[src/rtl/nrfs_pkg.sv]
`default_nettype none
package nrfs_pkg;

  // Fixed sentence geometry
  localparam int unsigned HeaderLen      = 6;
  localparam int unsigned PositionLimit  = 100;
  localparam int unsigned SegmentLimit   = 10;
  localparam int unsigned FieldMaxCharsDef = 16;
  localparam int unsigned QueueDepthDef  = 4;

  localparam logic [7:0] ASCII_COMMA = 8'h2C;

  // Final status codes
  localparam logic [1:0] ST_OK         = 2'd0;
  localparam logic [1:0] ST_NO_COMMA   = 2'd1;
  localparam logic [1:0] ST_BAD_HEADER = 2'd2;
  localparam logic [1:0] ST_TOO_FEW    = 2'd3;

  // One result item as it travels from front to back
  typedef struct packed {
    logic       is_status;
    logic [3:0] field_number;
    logic [3:0] char_position;
    logic [7:0] field_char;
    logic [1:0] parse_status;
  } rmc_result_t;

  // Expected header text, one byte per position
  function automatic logic [7:0] header_char(input logic [2:0] idx);
    logic [7:0] ch;
    case (idx)
      3'd0:    ch = 8'h24; // $
      3'd1:    ch = 8'h47; // G
      3'd2:    ch = 8'h50; // P
      3'd3:    ch = 8'h52; // R
      3'd4:    ch = 8'h4D; // M
      3'd5:    ch = 8'h43; // C
      default: ch = 8'h00;
    endcase
    return ch;
  endfunction

endpackage
`default_nettype wire

[src/rtl/nrfs_front.sv]
`default_nettype none
module nrfs_front #(
  parameter int unsigned FIELD_MAX_CHARS = 16
) (
  input  wire logic               clk,
  input  wire logic               rst_n,
  input  wire logic               in_fire,
  input  wire logic [7:0]         in_char,
  input  wire logic               end_of_text,
  output      logic               res_push,
  output      nrfs_pkg::rmc_result_t res_data
);
  import nrfs_pkg::*;

  localparam logic [6:0] MaxChars = 7'(FIELD_MAX_CHARS);
  localparam logic [6:0] HdrLen   = 7'(HeaderLen);
  localparam logic [6:0] PosLim   = 7'(PositionLimit);
  localparam logic [3:0] SegLim   = 4'(SegmentLimit);

  logic [3:0] seg_cnt_r, seg_cnt_nxt;
  logic [6:0] seg_pos_r, seg_pos_nxt;
  logic       hdr_match_r, hdr_match_nxt;
  logic       hdr_checked_r, hdr_checked_nxt;
  logic       is_comma;
  logic       one_letter;
  logic       keep;
  logic [1:0] status;

  assign is_comma   = (in_char == ASCII_COMMA);
  assign one_letter = (seg_cnt_r == 4'd2) || (seg_cnt_r == 4'd4) || (seg_cnt_r == 4'd6);
  assign keep       = one_letter ? (seg_pos_r == 7'd0) : (seg_pos_r < MaxChars);

  // Segment tracking, field character selection and final status
  always_comb begin
    seg_cnt_nxt     = seg_cnt_r;
    seg_pos_nxt     = seg_pos_r;
    hdr_match_nxt   = hdr_match_r;
    hdr_checked_nxt = hdr_checked_r;
    res_push        = 1'b0;
    res_data        = '0;
    status          = ST_OK;
    if (in_fire) begin
      if (is_comma) begin
        if (seg_cnt_r == 4'd0) begin
          hdr_match_nxt   = hdr_match_r && (seg_pos_r == HdrLen);
          hdr_checked_nxt = 1'b1;
        end
        if (seg_cnt_r < SegLim) begin
          seg_cnt_nxt = seg_cnt_r + 4'd1;
        end
        seg_pos_nxt = 7'd0;
      end else begin
        if (seg_cnt_r == 4'd0) begin
          if ((seg_pos_r >= HdrLen) || (in_char != header_char(seg_pos_r[2:0]))) begin
            hdr_match_nxt = 1'b0;
          end
        end else if ((seg_cnt_r < SegLim) && !end_of_text && keep) begin
          res_push               = 1'b1;
          res_data.field_number  = seg_cnt_r;
          res_data.char_position = seg_pos_r[3:0];
          res_data.field_char    = in_char;
        end
        if (seg_pos_r < PosLim) begin
          seg_pos_nxt = seg_pos_r + 7'd1;
        end
      end
      if (end_of_text) begin
        if (seg_cnt_nxt == 4'd0) begin
          status = ST_NO_COMMA;
        end else if (!(hdr_checked_nxt && hdr_match_nxt)) begin
          status = ST_BAD_HEADER;
        end else if (seg_cnt_nxt < SegLim) begin
          status = ST_TOO_FEW;
        end else begin
          status = ST_OK;
        end
        res_push              = 1'b1;
        res_data              = '0;
        res_data.is_status    = 1'b1;
        res_data.parse_status = status;
        seg_cnt_nxt           = 4'd0;
        seg_pos_nxt           = 7'd0;
        hdr_match_nxt         = 1'b1;
        hdr_checked_nxt       = 1'b0;
      end
    end
  end

  // Sentence state
  always_ff @(posedge clk) begin
    if (!rst_n) begin
      seg_cnt_r     <= 4'd0;
      seg_pos_r     <= 7'd0;
      hdr_match_r   <= 1'b1;
      hdr_checked_r <= 1'b0;
    end else begin
      seg_cnt_r     <= seg_cnt_nxt;
      seg_pos_r     <= seg_pos_nxt;
      hdr_match_r   <= hdr_match_nxt;
      hdr_checked_r <= hdr_checked_nxt;
    end
  end

endmodule
`default_nettype wire

[src/rtl/nrfs_queue.sv]
`default_nettype none
module nrfs_queue #(
  parameter int unsigned DEPTH = 4
) (
  input  wire logic                  clk,
  input  wire logic                  rst_n,
  input  wire logic                  push,
  input  wire nrfs_pkg::rmc_result_t push_data,
  input  wire logic                  pop,
  output      logic                  not_empty,
  output      logic                  not_full,
  output      nrfs_pkg::rmc_result_t pop_data
);
  import nrfs_pkg::*;

  localparam int unsigned PtrW = (DEPTH > 1) ? $clog2(DEPTH) : 1;
  localparam int unsigned CntW = $clog2(DEPTH + 1);
  localparam logic [PtrW-1:0] LastIdx = PtrW'(DEPTH - 1);
  localparam logic [CntW-1:0] Full    = CntW'(DEPTH);

  rmc_result_t         slot_r [DEPTH];
  logic [PtrW-1:0]     wr_ptr_r, wr_ptr_nxt;
  logic [PtrW-1:0]     rd_ptr_r, rd_ptr_nxt;
  logic [CntW-1:0]     count_r, count_nxt;
  logic                do_push;
  logic                do_pop;

  assign not_empty = (count_r != '0);
  assign not_full  = (count_r != Full);
  assign do_push   = push && not_full;
  assign do_pop    = pop && not_empty;
  assign pop_data  = slot_r[rd_ptr_r];

  // Pointer and occupancy update
  always_comb begin
    wr_ptr_nxt = wr_ptr_r;
    rd_ptr_nxt = rd_ptr_r;
    count_nxt  = count_r;
    if (do_push) begin
      wr_ptr_nxt = (wr_ptr_r == LastIdx) ? '0 : wr_ptr_r + PtrW'(1);
    end
    if (do_pop) begin
      rd_ptr_nxt = (rd_ptr_r == LastIdx) ? '0 : rd_ptr_r + PtrW'(1);
    end
    case ({do_push, do_pop})
      2'b10:   count_nxt = count_r + CntW'(1);
      2'b01:   count_nxt = count_r - CntW'(1);
      default: count_nxt = count_r;
    endcase
  end

  always_ff @(posedge clk) begin
    if (!rst_n) begin
      wr_ptr_r <= '0;
      rd_ptr_r <= '0;
      count_r  <= '0;
    end else begin
      wr_ptr_r <= wr_ptr_nxt;
      rd_ptr_r <= rd_ptr_nxt;
      count_r  <= count_nxt;
    end
  end

  // Payload slots
  always_ff @(posedge clk) begin
    if (do_push) begin
      slot_r[wr_ptr_r] <= push_data;
    end
  end

endmodule
`default_nettype wire

[src/rtl/nrfs_back.sv]
`default_nettype none
module nrfs_back (
  input  wire logic                  clk,
  input  wire logic                  rst_n,
  input  wire logic                  q_valid,
  input  wire nrfs_pkg::rmc_result_t q_data,
  output      logic                  q_pop,
  output      logic                  out_tvalid,
  input  wire logic                  out_tready,
  output      logic [23:0]           out_tdata,
  output      logic                  out_tuser
);
  import nrfs_pkg::*;

  logic        valid_r, valid_nxt;
  rmc_result_t data_r;
  logic        load;

  // Output register refills whenever it is empty or being drained
  assign load      = q_valid && (!valid_r || out_tready);
  assign q_pop     = load;
  assign valid_nxt = load || (valid_r && !out_tready);

  always_ff @(posedge clk) begin
    if (!rst_n) begin
      valid_r <= 1'b0;
    end else begin
      valid_r <= valid_nxt;
    end
  end

  always_ff @(posedge clk) begin
    if (load) begin
      data_r <= q_data;
    end
  end

  assign out_tvalid = valid_r;
  assign out_tuser  = data_r.is_status;
  assign out_tdata  = {6'd0, data_r.parse_status, data_r.field_char,
                       data_r.char_position, data_r.field_number};

endmodule
`default_nettype wire

[src/rtl/nmea_rmc_field_splitter.sv]
`default_nettype none
// Channel  Dir  tdata (low bit up)                                  tuser / tlast
// in_      in   [7:0] in_char                                       tlast: end_of_text
// out_     out  [3:0] field_number [7:4] char_position              tuser: is_status
//               [15:8] field_char [17:16] parse_status [23:18] zero
//
// One character is taken per cycle while in_tready is high; the sentence state updates in the same cycle.
// A result passes from the front through the queue and then the output register
// before it reaches out_. in_tready drops only when the queue is full.
// Synchronous active-low reset clears the sentence state, queue and output valid.
module nmea_rmc_field_splitter #(
  parameter int unsigned FIELD_MAX_CHARS = nrfs_pkg::FieldMaxCharsDef,
  parameter int unsigned QUEUE_DEPTH     = nrfs_pkg::QueueDepthDef
) (
  input  wire logic        clk,
  input  wire logic        rst_n,
  input  wire logic        in_tvalid,
  output      logic        in_tready,
  input  wire logic [7:0]  in_tdata,   // [7:0] in_char
  input  wire logic        in_tlast,
  output      logic        out_tvalid,
  input  wire logic        out_tready,
  output      logic [23:0] out_tdata,  // field_number, char_position, field_char, parse_status
  output      logic        out_tuser   // is_status
);
  import nrfs_pkg::*;

  logic        in_fire;
  logic        res_push;
  rmc_result_t res_data;
  logic        q_valid;
  logic        q_pop;
  rmc_result_t q_data;

  assign in_fire = in_tvalid && in_tready;

  // Front: segment tracking and classification
  nrfs_front #(
    .FIELD_MAX_CHARS(FIELD_MAX_CHARS)
  ) u_front (
    .clk        (clk),
    .rst_n      (rst_n),
    .in_fire    (in_fire),
    .in_char    (in_tdata),
    .end_of_text(in_tlast),
    .res_push   (res_push),
    .res_data   (res_data)
  );

  // Decoupling queue
  nrfs_queue #(
    .DEPTH(QUEUE_DEPTH)
  ) u_queue (
    .clk      (clk),
    .rst_n    (rst_n),
    .push     (res_push),
    .push_data(res_data),
    .pop      (q_pop),
    .not_empty(q_valid),
    .not_full (in_tready),
    .pop_data (q_data)
  );

  // Back: output register
  nrfs_back u_back (
    .clk       (clk),
    .rst_n     (rst_n),
    .q_valid   (q_valid),
    .q_data    (q_data),
    .q_pop     (q_pop),
    .out_tvalid(out_tvalid),
    .out_tready(out_tready),
    .out_tdata (out_tdata),
    .out_tuser (out_tuser)
  );

endmodule
`default_nettype wire

[config.mk]
export PLATFORM = sky130hd
export DESIGN_NAME = nmea_rmc_field_splitter
export DESIGN_NICKNAME = d
export VERILOG_FILES = /design/src/rtl/nrfs_pkg.sv /design/src/rtl/nrfs_front.sv /design/src/rtl/nrfs_queue.sv /design/src/rtl/nrfs_back.sv /design/src/rtl/nmea_rmc_field_splitter.sv
export SDC_FILE = /design/constraint.sdc
export NUM_CORES = 1
export LEC_CHECK = 0
export BUFFER_PORTS_ARGS = -buffer_cell sky130_fd_sc_hd__buf_2
export CORE_ASPECT_RATIO = 0.7
export CORE_MARGIN = 2
export CORE_UTILIZATION = 61
export CTS_BUF_LIST = sky130_fd_sc_hd__clkbuf_4
export CTS_CLUSTER_DIAMETER = 30
export DETAILED_ROUTE_END_ITERATION = 8
export GPL_TIMING_DRIVEN = 1
export HOLD_SLACK_MARGIN = 0.03
export PLACE_DENSITY = 0.91
export SETUP_SLACK_MARGIN = 0.02
export SYNTH_ARGS = -nofsm -noshare
export SYNTH_HDL_FRONTEND = slang
export SYNTH_HIERARCHICAL = 1
export SYNTH_SLANG_ARGS = --single-unit
[constraint.sdc]
create_clock -name clk -period 4 [get_ports clk]
set_clock_uncertainty 0.2 [all_clocks]
set_input_delay 0.4 -clock clk [delete_from_list [all_inputs] [get_ports clk]]
set_output_delay 0.4 -clock clk [all_outputs]
set_load 0.03 [all_outputs]
==> out/qor.yml <==
dieHeight_um: 80.8
critical_path_required_ps: 4220
num_vias: 3110
ys_seq_area_frac: 0.645
async_flop_share: 0
fin_util: 0.703
postRouteAntennaNets: 0
yosys_most_used_dff: "edfxtp_1"
power.density_nw_per_um2: 525
syn_avg_cell_area_um2: 14.6
hold_viol_final: 0
holdWs_ps: 86.2
crit_start: "u_front/seg_pos_r[0]$_SDFFE_PN0P_"
grt_start_max_net_pins: 21
cts_buffers: 17
power.total_mw: 2.96
grt_overflow: 0
ios: 40
ff2ff_path_depth: 13
hold_path.class: "in -> reg"
drt_iter0_markers: 293
critPathMaxFanout: 10
reg2reg_to: "u_queue/count_r[2]$_SDFFE_PN0P_"
num_rows: 27
die_w_um: 114
worst_pin_slew_ps: 1050
dr.pass1.iters: 4
core_area_um2: 8010
instances_no_fill: 509
post-cts-setup-buffers: 0
fin_area_um2: 5630
critPathLaunchType: "flip-flop"
slew_violations: 0
initial_core_util: 0.642
htree_levels: 4
clkSinkCount: 118
antenna_found_initial: 0
path_class: "reg -> reg"
synth_cell_types: 62
maxCapViolations: 0
pre_cts_ws_ps: 427
grt_pass1_wl_um: 15300
crit_arrival_ps: 3800
cts_tree: "built"
cts_max_path_buffers: 2
crit_end: "u_queue/count_r[2]$_SDFFE_PN0P_"
synth_area_um2: 5140
root_buffer: "clkbuf_4"
setup_ws_ps: 420
fin_crit_sh: 0.895
rrSetupSlack_ps: 420
drc: 0
post-synth-top-count-cell: "edfxtp_1"
maxSlewHeadroom: 0.299
ir_drop_mv: 0.235
globalRouteTotalUtil: 0.232
gp_congestion: 0.971
hpwl_um: 6510
setup_viol: 0
die_area_um2: 9190
p_leak_nw: 1.95
io_buffers: 33
wirelength_um: 9630
viasPerCell: 6.11
synth_enable_flop_cells: 95
synth.top_cell.area_share: 0.555
placed_cell_area_um2: 5360
netlist_top_cells_count: "edfxtp_1 (95), dfxtp_1 (23), nor2_1 (23)"
synth.area.top_cells: "edfxtp_1 (56%), dfxtp_1 (9.0%), mux4_2 (8.3%)"
rr_startpoint: "u_front/seg_pos_r[0]$_SDFFE_PN0P_"
grt_pass1_vias: 3002
ys_seq_elements: 118
crit_path_end_kind: "flip-flop"
wl_per_cell_um: 18.9
fmax_mhz: 279
outcome: "finished, final reports clean"
final_nets: 424
synth_warnings: 6
path_clk_slew_ps: 100
clk_latency_ps: 490
period_minus_slack_ps: 3580
dp.cells: 477
rsz0062_at_grt: "no"
fin_tns_setup_ps: 0
drive_gt1_frac: 0.235
num_antenna_cells: 0
synth_cells: 353
area_delta_synth_final_pct: 9.54
yosysTopAreaCell: "edfxtp_1"
## worst min-delay path by stage
stage / startpoint / to / slack (ps) / cells after the start
2_1_floorplan: u_front/hdr_checked_r$_SDFFE_PN0P_ / u_front/hdr_checked_r$_SDFFE_PN0P_ / 240 / 2
3_3_place_gp: u_front/hdr_checked_r$_SDFFE_PN0P_ / u_front/hdr_checked_r$_SDFFE_PN0P_ / 260 / 2
3_5_place_dp: u_front/hdr_checked_r$_SDFFE_PN0P_ / u_front/hdr_checked_r$_SDFFE_PN0P_ / 270 / 2
4_1_cts: rst_n / u_back/out_tvalid$_SDFF_PN0_ / 40 / 2
5_1_grt: rst_n / u_back/out_tvalid$_SDFF_PN0_ / 40 / 2
6_report: rst_n / u_back/out_tvalid$_SDFF_PN0_ / 90 / 2
## flip-flops by register name, indices dropped and copies added, names as in the netlist, named ones only
signal	cells
u_front/hdr_match_r	1
u_queue/rd_ptr_r	2
u_front/seg_pos_r	7
u_front/hdr_checked_r	1
u_back/out_tuser	1
u_queue/count_r	3
u_queue/slot_r	76
u_front/seg_cnt_r	4
u_back/out_tdata	18
u_back/out_tvalid	1
u_queue/wr_ptr_r	2
## cell type report
class / count / area [µm²]
Fill cell: 523 / 2380
Tap cell: 101 / 126
Clock inverter: 11 / 110
Timing Repair Buffer: 37 / 198
Inverter: 16 / 60.1
Sequential cell: 118 / 3310
Clock buffer: 20 / 150
Multi-Input combinational cell: 206 / 1670
## critical path: stages (launching register included)
cell      delay [ps]
dfxtp_1          380
inv_1            170
ha_1             360
a211oi_1         150
or4_1            520
a21oi_1          340
and2_4           230
inv_1             40
ha_1             210
inv_1             70
fa_1             170
xor2_1            70
or3_2            410
a21boi_1         180
## placed cells by master (no fill, tap or decap), types with 5 or more instances in the layout
| cell type | synthesis | routed |
|---|---|---|
| a21oi_1 | 12 | 12 |
| and2_1 | 19 | 19 |
| buf_2 | 1 | 33 |
| clkbuf_4 | 0 | 20 |
| conb_1 | 1 | 6 |
| dfxtp_1 | 23 | 23 |
| edfxtp_1 | 95 | 95 |
| ha_1 | 14 | 14 |
| inv_1 | 16 | 16 |
| mux4_2 | 19 | 19 |
| nand2_1 | 19 | 19 |
| nor2_1 | 23 | 23 |
| o21ai_0 | 10 | 10 |
| xnor2_1 | 5 | 5 |
## routing by layer
| layer | up-vias | track usage | routed length [µm] | share of wire |
|---|---|---|---|---|
| li1 | 1422 | - | - | - |
| met1 | 1528 | 0.309 | 4080 | 0.42 |
| met2 | 149 | 0.364 | 4630 | 0.48 |
| met3 | 11 | 0.0806 | 808 | 0.084 |
| met4 | 0 | 0.0805 | 108 | 0.011 |
| met5 | - | 0 | 0 | 0 |
## kinds of logic after synthesis
| kind of cell | share of synthesized area |
|---|---|
| AOI/OAI and AO/OA | 0.0650 |
| other | 0.000730 |
| muxes | 0.0871 |
| adders and majority gates | 0.0380 |
| xor gates and xnor gates | 0.0136 |
| buffers and inverters | 0.0341 |
| DFF | 0.645 |
| and+or+nand+nor | 0.117 |
## power by group
group,internal [mW],total [mW],switching [mW]
combinational,0.214,0.628,0.415
sequential,1.49,1.54,0.0507
clock,0.380,0.789,0.409
## timing repair
action                                 CTS  global route
resized for setup                        0             0
endpoints found under the hold margin    1             0
hold buffers                             1             0
(Power assumes the default switching activity.)
